`config.mk`:
```
export PLATFORM = sky130hd
export DESIGN_NAME = dedup_pending_request_table
export DESIGN_NICKNAME = d
export VERILOG_FILES = /design/src/hw/rtl/dpr_pkg.sv /design/src/hw/rtl/dedup_pending_request_table.sv /design/src/hw/rtl/dpr_ram.sv
export SDC_FILE = /design/constraint.sdc
export NUM_CORES = 1
export LEC_CHECK = 0
export ABC_AREA = 0
export BUFFER_PORTS_ARGS = -buffer_cell sky130_fd_sc_hd__buf_2
export CAP_MARGIN = 15
export CORE_MARGIN = 1.5
export CORE_UTILIZATION = 55
export CTS_BUF_LIST = sky130_fd_sc_hd__clkbuf_4 sky130_fd_sc_hd__clkbuf_8 sky130_fd_sc_hd__clkbuf_16
export CTS_CLUSTER_DIAMETER = 200
export DETAILED_ROUTE_END_ITERATION = 16
export HOLD_SLACK_MARGIN = 0.02
export PLACE_DENSITY = 0.75
export SLEW_MARGIN = 5
export SYNTH_ARGS = -nofsm -noshare
export SYNTH_HDL_FRONTEND = slang
export SYNTH_HIERARCHICAL = 1
export SYNTH_SLANG_ARGS = --single-unit
```
`constraint.sdc`:
```
create_clock -name clk -period 7.7 [get_ports clk]
set_input_delay 1.54 -clock clk [delete_from_list [all_inputs] [get_ports clk]]
set_output_delay 1.54 -clock clk [all_outputs]
set_load 0.01 [all_outputs]
```
`src/hw/rtl/dpr_pkg.sv`:
```
// Shared constants for the pending request table.
package dpr_pkg;

    localparam int OP_W     = 3;
    localparam int TAG_W    = 32;
    localparam int ENTRY_W  = 2 * TAG_W;
    localparam int STATUS_W = 2;
    localparam int FOUND_W  = 6;
    localparam int COUNT_W  = 7;

    localparam int DEF_TABLE_DEPTH = 16;
    localparam logic [COUNT_W-1:0] CAP_RESET = 7'd16;

    localparam logic [OP_W-1:0] OP_ADD    = 3'd0;
    localparam logic [OP_W-1:0] OP_UADD   = 3'd1;
    localparam logic [OP_W-1:0] OP_REMOVE = 3'd2;
    localparam logic [OP_W-1:0] OP_FIND   = 3'd3;
    localparam logic [OP_W-1:0] OP_DRAIN  = 3'd4;

    localparam logic [STATUS_W-1:0] ST_OK   = 2'd0;
    localparam logic [STATUS_W-1:0] ST_FULL = 2'd1;
    localparam logic [STATUS_W-1:0] ST_DUP  = 2'd2;
    localparam logic [STATUS_W-1:0] ST_MISS = 2'd3;

endpackage

```
`src/hw/rtl/dedup_pending_request_table.sv`:
```
// Top level of the deduplicating pending request table.
//
// Command channel: a transaction is taken at a clock edge with start high and
// busy low; op, handler_tag and context_tag are sampled at that edge.
// Results leave on the result ports for one cycle each, marked by done; the
// receiver cannot stall them. Drain gives one result per entry (last on the
// final one, or one if empty); every other op gives exactly one result.
// Add, an unused op, an empty drain and a search on an empty table answer
// straight from idle. Unique add / find / remove compare one entry at a time
// on the shared 64-bit comparator; a remove then closes up the table, moving
// each later entry by one RAM read and one RAM write through the single
// table memory. A drain gives one entry every cycle.
// busy stays high until the final result is loaded; the next transaction may
// be taken in the cycle that shows that result. The user writes the capacity
// limit through cfg_we / capacity_limit only while idle; nothing enforces it.
// Reset empties the table, clears the overflow flag and sets the limit to 16;
// table memory is not cleared, since only written entries are ever read.
module dedup_pending_request_table
    import dpr_pkg::*;
#(
    parameter int TABLE_DEPTH = DEF_TABLE_DEPTH
) (
    input  logic                clk,
    input  logic                rst_n,
    input  logic                start,
    output logic                busy,
    input  logic [OP_W-1:0]     op,
    input  logic [TAG_W-1:0]    handler_tag,
    input  logic [TAG_W-1:0]    context_tag,
    input  logic                cfg_we,
    input  logic [COUNT_W-1:0]  capacity_limit,
    output logic                done,
    output logic [STATUS_W-1:0] status,
    output logic [FOUND_W-1:0]  found_index,
    output logic [TAG_W-1:0]    out_handler_tag,
    output logic [TAG_W-1:0]    out_context_tag,
    output logic                entry_valid,
    output logic [COUNT_W-1:0]  pending_count,
    output logic                overflow_seen,
    output logic                last
);

    localparam int IDX_W = (TABLE_DEPTH > 1) ? $clog2(TABLE_DEPTH) : 1;
    localparam logic [COUNT_W-1:0] DEPTH_C = COUNT_W'(TABLE_DEPTH);
    localparam logic [COUNT_W-1:0] ONE_C   = COUNT_W'(1);
    localparam logic [COUNT_W-1:0] TWO_C   = COUNT_W'(2);

    localparam logic [2:0] S_IDLE     = 3'd0;
    localparam logic [2:0] S_SRCH_RD  = 3'd1;
    localparam logic [2:0] S_SRCH_CMP = 3'd2;
    localparam logic [2:0] S_SHIFT_RD = 3'd3;
    localparam logic [2:0] S_SHIFT_WR = 3'd4;
    localparam logic [2:0] S_DRAIN    = 3'd5;

    logic [2:0]          state_reg, state_next;
    logic [COUNT_W-1:0]  cap_reg;
    logic [COUNT_W-1:0]  count_reg, count_next;
    logic                ovf_reg, ovf_next;
    logic [COUNT_W-1:0]  idx_reg, idx_next;
    logic [COUNT_W-1:0]  n_reg, n_next;
    logic                dovf_reg, dovf_next;
    logic                pend_reg, pend_next;
    logic [OP_W-1:0]     op_reg, op_next;
    logic [ENTRY_W-1:0]  key_reg, key_next;

    logic                done_reg, done_next;
    logic [STATUS_W-1:0] status_reg, status_next;
    logic [FOUND_W-1:0]  found_reg, found_next;
    logic [TAG_W-1:0]    oh_reg, oh_next;
    logic [TAG_W-1:0]    oc_reg, oc_next;
    logic                ev_reg, ev_next;
    logic [COUNT_W-1:0]  pc_reg, pc_next;
    logic                os_reg, os_next;
    logic                last_reg, last_next;

    logic [COUNT_W-1:0]  lim;
    logic [ENTRY_W-1:0]  key;
    logic                ram_we;
    logic [IDX_W-1:0]    ram_waddr;
    logic [ENTRY_W-1:0]  ram_wdata;
    logic [IDX_W-1:0]    ram_raddr;
    logic [ENTRY_W-1:0]  ram_rdata;
    logic                match;
    logic                do_app;
    logic                gen_emit;
    logic [STATUS_W-1:0] em_status;
    logic [FOUND_W-1:0]  em_idx;

    dpr_ram #(
        .WIDTH  (ENTRY_W),
        .DEPTH  (TABLE_DEPTH),
        .ADDR_W (IDX_W)
    ) u_table (
        .clk   (clk),
        .we    (ram_we),
        .waddr (ram_waddr),
        .wdata (ram_wdata),
        .raddr (ram_raddr),
        .rdata (ram_rdata)
    );

    assign lim   = (cap_reg > DEPTH_C) ? DEPTH_C : cap_reg;
    assign key   = (state_reg == S_IDLE) ? {handler_tag, context_tag} : key_reg;
    assign match = (ram_rdata == key_reg);

    always_comb
    begin
        state_next  = state_reg;
        count_next  = count_reg;
        ovf_next    = ovf_reg;
        idx_next    = idx_reg;
        n_next      = n_reg;
        dovf_next   = dovf_reg;
        pend_next   = 1'b0;
        op_next     = op_reg;
        key_next    = key_reg;
        ram_we      = 1'b0;
        ram_waddr   = count_reg[IDX_W-1:0];
        ram_wdata   = key;
        ram_raddr   = idx_reg[IDX_W-1:0];
        do_app      = 1'b0;
        gen_emit    = 1'b0;
        em_status   = ST_OK;
        em_idx      = '0;
        done_next   = 1'b0;
        status_next = ST_OK;
        found_next  = '0;
        oh_next     = '0;
        oc_next     = '0;
        ev_next     = 1'b0;
        pc_next     = count_reg;
        os_next     = 1'b0;
        last_next   = 1'b1;

        unique case (state_reg)
            S_IDLE:
            begin
                if (start)
                begin
                    op_next  = op;
                    key_next = {handler_tag, context_tag};
                    idx_next = '0;
                    unique case (op)
                        OP_ADD:
                        begin
                            do_app = 1'b1;
                        end
                        OP_UADD, OP_REMOVE, OP_FIND:
                        begin
                            if (count_reg == '0)
                            begin
                                if (op == OP_UADD)
                                begin
                                    do_app = 1'b1;
                                end
                                else
                                begin
                                    gen_emit  = 1'b1;
                                    em_status = ST_MISS;
                                end
                            end
                            else
                            begin
                                state_next = S_SRCH_RD;
                            end
                        end
                        OP_DRAIN:
                        begin
                            n_next     = count_reg;
                            dovf_next  = ovf_reg;
                            ovf_next   = 1'b0;
                            count_next = '0;
                            if (count_reg == '0)
                            begin
                                done_next = 1'b1;
                                pc_next   = '0;
                                os_next   = ovf_reg;
                            end
                            else
                            begin
                                state_next = S_DRAIN;
                            end
                        end
                        default:
                        begin
                            gen_emit = 1'b1;
                        end
                    endcase
                end
            end
            S_SRCH_RD:
            begin
                state_next = S_SRCH_CMP;
            end
            S_SRCH_CMP:
            begin
                if (match)
                begin
                    priority if (op_reg == OP_UADD)
                    begin
                        gen_emit  = 1'b1;
                        em_status = ST_DUP;
                    end
                    else if (op_reg == OP_FIND)
                    begin
                        gen_emit = 1'b1;
                        em_idx   = FOUND_W'(idx_reg);
                    end
                    else if (idx_reg + ONE_C < count_reg)
                    begin
                        state_next = S_SHIFT_RD;
                    end
                    else
                    begin
                        // removing the tail entry: nothing to close up
                        count_next = count_reg - ONE_C;
                        gen_emit   = 1'b1;
                    end
                end
                else if (idx_reg + ONE_C >= count_reg)
                begin
                    if (op_reg == OP_UADD)
                    begin
                        do_app = 1'b1;
                    end
                    else
                    begin
                        gen_emit  = 1'b1;
                        em_status = ST_MISS;
                    end
                end
                else
                begin
                    idx_next   = idx_reg + ONE_C;
                    state_next = S_SRCH_RD;
                end
            end
            S_SHIFT_RD:
            begin
                ram_raddr  = idx_next[IDX_W-1:0] + IDX_W'(1);
                state_next = S_SHIFT_WR;
            end
            S_SHIFT_WR:
            begin
                // move entry idx+1 down into idx
                ram_we    = 1'b1;
                ram_waddr = idx_reg[IDX_W-1:0];
                ram_wdata = ram_rdata;
                idx_next  = idx_reg + ONE_C;
                if (idx_reg + TWO_C < count_reg)
                begin
                    state_next = S_SHIFT_RD;
                end
                else
                begin
                    count_next = count_reg - ONE_C;
                    gen_emit   = 1'b1;
                end
            end
            S_DRAIN:
            begin
                if (idx_reg < n_reg)
                begin
                    idx_next  = idx_reg + ONE_C;
                    pend_next = 1'b1;
                end
                if (pend_reg)
                begin
                    done_next = 1'b1;
                    oh_next   = ram_rdata[ENTRY_W-1:TAG_W];
                    oc_next   = ram_rdata[TAG_W-1:0];
                    ev_next   = 1'b1;
                    pc_next   = n_reg;
                    os_next   = dovf_reg;
                    last_next = (idx_reg == n_reg);
                    if (idx_reg == n_reg)
                    begin
                        state_next = S_IDLE;
                    end
                end
            end
            default:
            begin
                state_next = S_IDLE;
            end
        endcase

        if (do_app)
        begin
            if (count_reg >= lim)
            begin
                ovf_next  = 1'b1;
                em_status = ST_FULL;
            end
            else
            begin
                ram_we     = 1'b1;
                ram_waddr  = count_reg[IDX_W-1:0];
                ram_wdata  = key;
                count_next = count_reg + ONE_C;
            end
            gen_emit = 1'b1;
        end

        if (gen_emit)
        begin
            done_next   = 1'b1;
            status_next = em_status;
            found_next  = em_idx;
            pc_next     = count_next;
            state_next  = S_IDLE;
        end
    end

    always_ff @(posedge clk or negedge rst_n)
    begin
        if (!rst_n)
        begin
            state_reg <= S_IDLE;
            cap_reg   <= CAP_RESET;
            count_reg <= '0;
            ovf_reg   <= 1'b0;
            pend_reg  <= 1'b0;
            done_reg  <= 1'b0;
        end
        else
        begin
            state_reg <= state_next;
            count_reg <= count_next;
            ovf_reg   <= ovf_next;
            pend_reg  <= pend_next;
            done_reg  <= done_next;
            if (cfg_we)
            begin
                cap_reg <= capacity_limit;
            end
        end
    end

    always_ff @(posedge clk)
    begin
        idx_reg    <= idx_next;
        n_reg      <= n_next;
        dovf_reg   <= dovf_next;
        op_reg     <= op_next;
        key_reg    <= key_next;
        status_reg <= status_next;
        found_reg  <= found_next;
        oh_reg     <= oh_next;
        oc_reg     <= oc_next;
        ev_reg     <= ev_next;
        pc_reg     <= pc_next;
        os_reg     <= os_next;
        last_reg   <= last_next;
    end

    assign busy            = (state_reg != S_IDLE);
    assign done            = done_reg;
    assign status          = status_reg;
    assign found_index     = found_reg;
    assign out_handler_tag = oh_reg;
    assign out_context_tag = oc_reg;
    assign entry_valid     = ev_reg;
    assign pending_count   = pc_reg;
    assign overflow_seen   = os_reg;
    assign last            = last_reg;

endmodule

```
`src/hw/rtl/dpr_ram.sv`:
```
// Generic single-write, single-read RAM with registered read data.
module dpr_ram #(
    parameter int WIDTH  = 64,
    parameter int DEPTH  = 16,
    parameter int ADDR_W = (DEPTH > 1) ? $clog2(DEPTH) : 1
) (
    input  logic              clk,
    input  logic              we,
    input  logic [ADDR_W-1:0] waddr,
    input  logic [WIDTH-1:0]  wdata,
    input  logic [ADDR_W-1:0] raddr,
    output logic [WIDTH-1:0]  rdata
);

    logic [WIDTH-1:0] mem [DEPTH];

    always_ff @(posedge clk)
    begin
        if (we)
        begin
            mem[waddr] <= wdata;
        end
        rdata <= mem[raddr];
    end

endmodule

```
* Yosys cells after proc, flatten, opt, wreduce, memory -nomap -nowiden
Memories as Yosys holds them, arrays and structs flattened. A register that Yosys moved wholly into a read port is not among the register bits.
Cells that the tools add are included.
** Operators by class
- Add/subtract/negate cells :: 5
- $mul :: 0
- Divide/modulo/power cells :: 0
- $lt $le $gt $ge :: 6
- Equal/unequal tests :: 28
- Shifts and indexed selects :: 0
- Mux-type cells :: 99
- Bitwise logic cells :: 4
- Reduce and logical (&&, ||, !) cells :: 13
** Operators with widths (number)
- 64-bit two-way mux :: 4
- 7-bit two-way mux :: 19
- 64-bit == test :: 1
- 1-bit two-way mux :: 38
- 3-bit two-way mux :: 12
- 7-bit case mux with 4 select lines :: 1
- 4-bit inequality test, second input constant :: 6
- 7-bit < comparator :: 3
- 7-bit case mux with 3 select lines :: 1
- 2-bit two-way mux :: 10
- 3-bit case mux with 6 select lines :: 1
- 4-bit two-way mux :: 4
- 3-bit by 2-bit == test with 1-bit output, second input constant :: 5
- 7-bit by 1-bit adder with 7-bit output, second input constant :: 2
- 7-bit >= comparator :: 2
- 7-bit case mux with 2 select lines :: 1
- 3-bit inequality test, second input constant :: 4
- 11-bit AND reduction :: 1
- 1-bit case mux with 2 select lines :: 5
- 3-bit by 1-bit == test with 1-bit output, second input constant :: 3
- 3-bit == test, second input constant :: 3
- 2-bit inequality test, second input constant :: 4
- 7-bit by 2-bit adder with 7-bit output, second input constant :: 1
- 7-bit == test :: 1
- other kinds (18) :: 23
** Word-level totals
- Flip-flop bits (word level) :: 184
- Latch bits :: 0
- RAM bits :: 1024
- Memory bits (read-only) :: 0
- Output and inout bits :: 84
- Word-level logic and storage cells :: 175
- Memories :: 1
** Memories
- u_table.mem :: words 16, bits a word 64, rd ports 1, clocked after memory_dff 1, wr ports 1, RTL line dpr_ram.sv:15 : logic [WIDTH-1:0] mem [DEPTH];

* Longest topological paths before layout
- Word-level depth :: 10
- Mapped depth :: 14

* Modules after synthesis
The synthesis kept the hierarchy.
** Modules (own cells, without submodules)
- dpr_ram :: times used 1, cells each 1647, area each 39581.7 sq um, sequential area each 32030.7 sq um
- dedup_pending_request_table :: times used 1, cells each 877, area each 9183.8 sq um, sequential area each 4605.7 sq um

* Worst setup path before layout
No wires, ideal clock.
- Kind :: input port to flip-flop
- From :: input start
- To :: memory u_table.mem[0][0] (enable)
- Setup time :: 565 ps
- Arrival :: 7360 ps
- Data required time :: 7135 ps
- Setup slack :: -225 ps
- Cell stages on the path :: 7
- Cell sequence :: nand2_1 a2111oi_4 o211ai_1 o41a_1 nand2b_1 or3b_2 nor3_1
** Between the ends
- Longest elaborated chain between the ends :: 5
- Elaborated cells between the ends (all ways) :: 6
- Classes of those cells :: 6 x mux
** RTL lines
- start: declaration :: RTL line dedup_pending_request_table.sv:25 : input logic start,
- 1-bit two-way mux :: RTL line dedup_pending_request_table.sv:138 : if (start)
- 1-bit case mux with 2 select lines :: RTL line dedup_pending_request_table.sv:135 : unique case (state_reg)
- 1-bit two-way mux :: RTL line dedup_pending_request_table.sv:288 : if (do_app)
- named net ram_we :: RTL line dedup_pending_request_table.sv:78 : logic ram_we;
- 1-bit two-way mux :: RTL line dpr_ram.sv:19 : if (we)
- 1-bit two-way mux (not written as such) :: RTL line dpr_ram.sv:21 : mem[waddr] <= wdata;
- end: declaration :: RTL line dpr_ram.sv:15
The timed path passes the listed nets, and every way through them passes these cells.

* Final worst setup path
- From :: register idx_reg[0]
- To :: memory u_table.mem[9][26] (enable)
** Between the ends
- Longest elaborated chain between the ends :: 8
- Elaborated cells between the ends (all ways) :: 11
- Classes of those cells :: 1 x add/sub; 1 x order compare; 9 x mux
** RTL lines
- start: declaration :: RTL line dedup_pending_request_table.sv:59 : logic [COUNT_W-1:0] idx_reg, idx_next;
- start signal: assignment :: RTL line dedup_pending_request_table.sv:342 : idx_reg <= idx_next;
- 7-bit by 1-bit adder with 7-bit output :: RTL line dedup_pending_request_table.sv:220 : else if (idx_reg + ONE_C >= count_reg)
- 7-bit >= comparator :: RTL line dedup_pending_request_table.sv:220
- 1-bit two-way mux :: RTL line dedup_pending_request_table.sv:220
- 1-bit two-way mux :: RTL line dedup_pending_request_table.sv:197 : if (match)
- 1-bit case mux with 2 select lines :: RTL line dedup_pending_request_table.sv:135
- 1-bit two-way mux :: RTL line dedup_pending_request_table.sv:288
- named net ram_we :: RTL line dedup_pending_request_table.sv:78
- 1-bit two-way mux :: RTL line dpr_ram.sv:19
- 1-bit two-way mux (not written as such) :: RTL line dpr_ram.sv:21
The timed path passes the listed nets, and every way through them passes these cells.

==> flow_summary.ini <==
[outcome]
status = finished, final reports clean

[finish]
ff_latch_area_sq_mm = 0.0366
fin_cells = 4041
n_fill_cell = 5904
nNetsFinal = 2881
multi_input_area_sq_mm = 0.0116
final_common_cell = edfxtp_1
largest_reg_flops = 1024
area_growth_pct = 13.6
layout_common_cells = edfxtp_1, mux4_2, buf_2
final_area_sq_mm = 0.0554
drive_above_1_share_pct = 26.4

[timing]
finClkSkew_ns = 0.0545
maxSlewHeadroom_pct = 19.0
rsz0062_at_grt = no
max_slew.worst_pin.slew_ns = 1.21
report.final.hold_viol_count = 0
fin_crit_sh_pct = 69.1
slew_viol_final = 0
fin_setup_tns_ns = 0
max_clock_freq_mhz = 188
setup_violations = 0
period_minus_slack_ns = 5.32
worst_slack_ns = 2.38

[global_routing]
grt_overflow_total = 0
grt_max_degree = 166
grt_pass1_wl_mm = 174
grt_pass1_vias = 26200
grt.total_usage_pct = 26.6
antenna_found_initial = 5

[synth]
synthArstFlopShare_pct = 1.57
synth_compound_area_share_pct = 4.04
yosysWarnings = 6
synth.cell_area_sq_mm = 0.0488
synthAdderAreaFrac_pct = 0.847
synthFlopType = edfxtp_1
synth-seq-cells = 1272
synthCells = 2524
synth_top_family_by_area = multiplexers
synth_seq_area_share_pct = 75.1
muxShareOfSynthArea_pct = 13.4
syn_area_per_cell_sq_um = 19.3
synth-xor-area-share_pct = 1.38
synth-simple-area-share_pct = 3.76
ys_types = 65
synth-edff-count = 1106

[clock_network]
post_cts_buffers = 0
clkLatencyLatePin_ns = 0.72
cts_tree = built
cts_root_buffer = clkbuf_16
cts.sinks = 1272
htreeDepth = 3
clkTransAtPathRegs_ns = 0.06
clock_path_buffers = 3
cts_hold_buffers = 0
cts_resized = 0
cts_buffers = 117

[routing]
routedWlPerCell_microns = 29.3
met2_length_mm = 59.0
viasPerCell = 6.28
dr.first_iter.drc_count = 2792
drc = 0
dr.max_layer_used = met4
met1Wirelength_mm = 44.8
wirelength_mm = 119
first_pass_iters = 5
vias = 25400
ant_nets = 0
met3WireLength_mm = 10.8

[floorplanning]
die-area_sq_mm = 0.0905
initial_core_util_pct = 55.4
ios = 162
die_h_microns = 301
num_rows = 109
die_width_microns = 301
core_area_sq_mm = 0.0881

[place]
dpl-instance-area_sq_mm = 0.0513
placed_cells = 3808
dpl.hpwl_mm = 69.0
portBuffers = 161
place.gp.congestion = 0.910
place_ws_ns = 2.43

[setup_path]
critPathArrivalTime_ns = 5.63
path_max_fanout = 46
worstPathCellList = ha_1 > and3_1 > nand3_1 > xnor2_1 > ha_1 > nand4_1 > and3_1 > o21a_1 > o41a_1 > nand2b_1 > nand3b_1 > nor2_4 > buf_4
critical_path.slowest_cell = buf_4
critPathMaxStageDelay_ns = 0.81
startpoint_type = register
worstSetupPathType = reg2reg
cp-end-kind = register
required_ns = 8.01

[power]
power_leakage_nw = 18.7
ir_drop_uv = 324
power_mw = 23.4
powerDensity_mw_per_mm2 = 423

[worst_hold_path]
min_path_type = reg2reg

[job]
cap_violations = 0
-- critical path, delay by kind of cell, from the launching register on --
| kind | cells | cell delay [ns] |
|---|---|---|
| buffers and inverters | 1 | 0.81 |
| and+or+nand+nor | 7 | 1.96 |
| AOI/OAI and AO/OA | 2 | 0.71 |
| xor gates and xnor gates | 1 | 0.18 |
| adders and majority gates | 2 | 0.65 |
| DFF | 1 | 0.57 |
-- worst paths after layout --
check / from / to / slack [ns] / depth (start not counted)
max in group asynchronous: rst_n / cap_reg[4]$_DFFE_PN1P_ / 6.53 / 1
min in group asynchronous: rst_n / state_reg[2]$_DFFE_PN0P_ / 0.79 / 1
setup reg to reg: idx_reg[0]$_SDFFCE_PN0P_ / u_table/mem[9][26]$_DFFE_PP_ / 2.38 / 13
setup / recovery: idx_reg[0]$_SDFFCE_PN0P_ / u_table/mem[9][26]$_DFFE_PP_ / 2.38 / 13
hold reg to reg: dovf_reg$_DFFE_PP_ / overflow_seen$_DFF_P_ / 0.47 / 1
hold / removal: dovf_reg$_DFFE_PP_ / overflow_seen$_DFF_P_ / 0.47 / 1
-- Yosys cell counts, types with 20 or more instances --
cell / instances / area, sq um
dfxtp_1: 146 / 2920
mux4_2: 256 / 5770
nor2_1: 39 / 146
ha_1: 33 / 413
nand2_1: 165 / 619
a21oi_1: 20 / 100
xor2_1: 69 / 604
o21ai_0: 81 / 405
edfxtp_1: 1106 / 33200
and2_1: 74 / 463
a22oi_1: 128 / 961
mux2i_1: 66 / 661
buf_1: 22 / 82.6
clkbuf_1: 66 / 248
inv_1: 23 / 86.3
-- per-layer routing --
metal	vias up	track usage (%)
met5	-	0
met4	0	9.34
met3	200	4.94
met2	1328	44.1
met1	13200	35.9
li1	10700	-
-- power by group --
group          total, mW  internal [mW]  switching (mW)  leakage, nW
clock network       5.90           3.37            2.52         2.01
registers           9.71           9.28           0.422         11.4
logic               7.81           2.98            4.84         5.29
-- stage by stage --
| stage | hold WS (ns) | util (%) |
|---|---|---|
| 3_3_place_gp | 0.456 | 58.1 |
| 6_report | 0.469 | 62.9 |
| 5_1_grt | 0.488 | 62.9 |
| 3_5_place_dp | 0.453 | 58.2 |
| 4_1_cts | 0.468 | 62.8 |
| 2_1_floorplan | 0.442 | - |
-- layout make-up --
type                            count  share of cell area (%)
Antenna cell                        2                 0.00903
Clock buffer                      164                    6.22
Clock inverter                     59                    1.03
Inverter                           24                   0.167
Multi-Input combinational cell   1104                    20.9
Sequential cell                  1272                    66.1
Tap cell                         1165                    2.63
Timing Repair Buffer              251                    2.86
-- logic make-up after synthesis --
logic type | Yosys count
AO/OA/AOI/OAI | 286
adder cells (fa/ha/maj) | 33
AND/OR/NAND/NOR | 375
XOR/XNOR | 77
other | 1
buffers and inverters | 149
multiplexers | 331
flip-flops | 1272
Note: power is estimated with default switching activity, not from simulation.
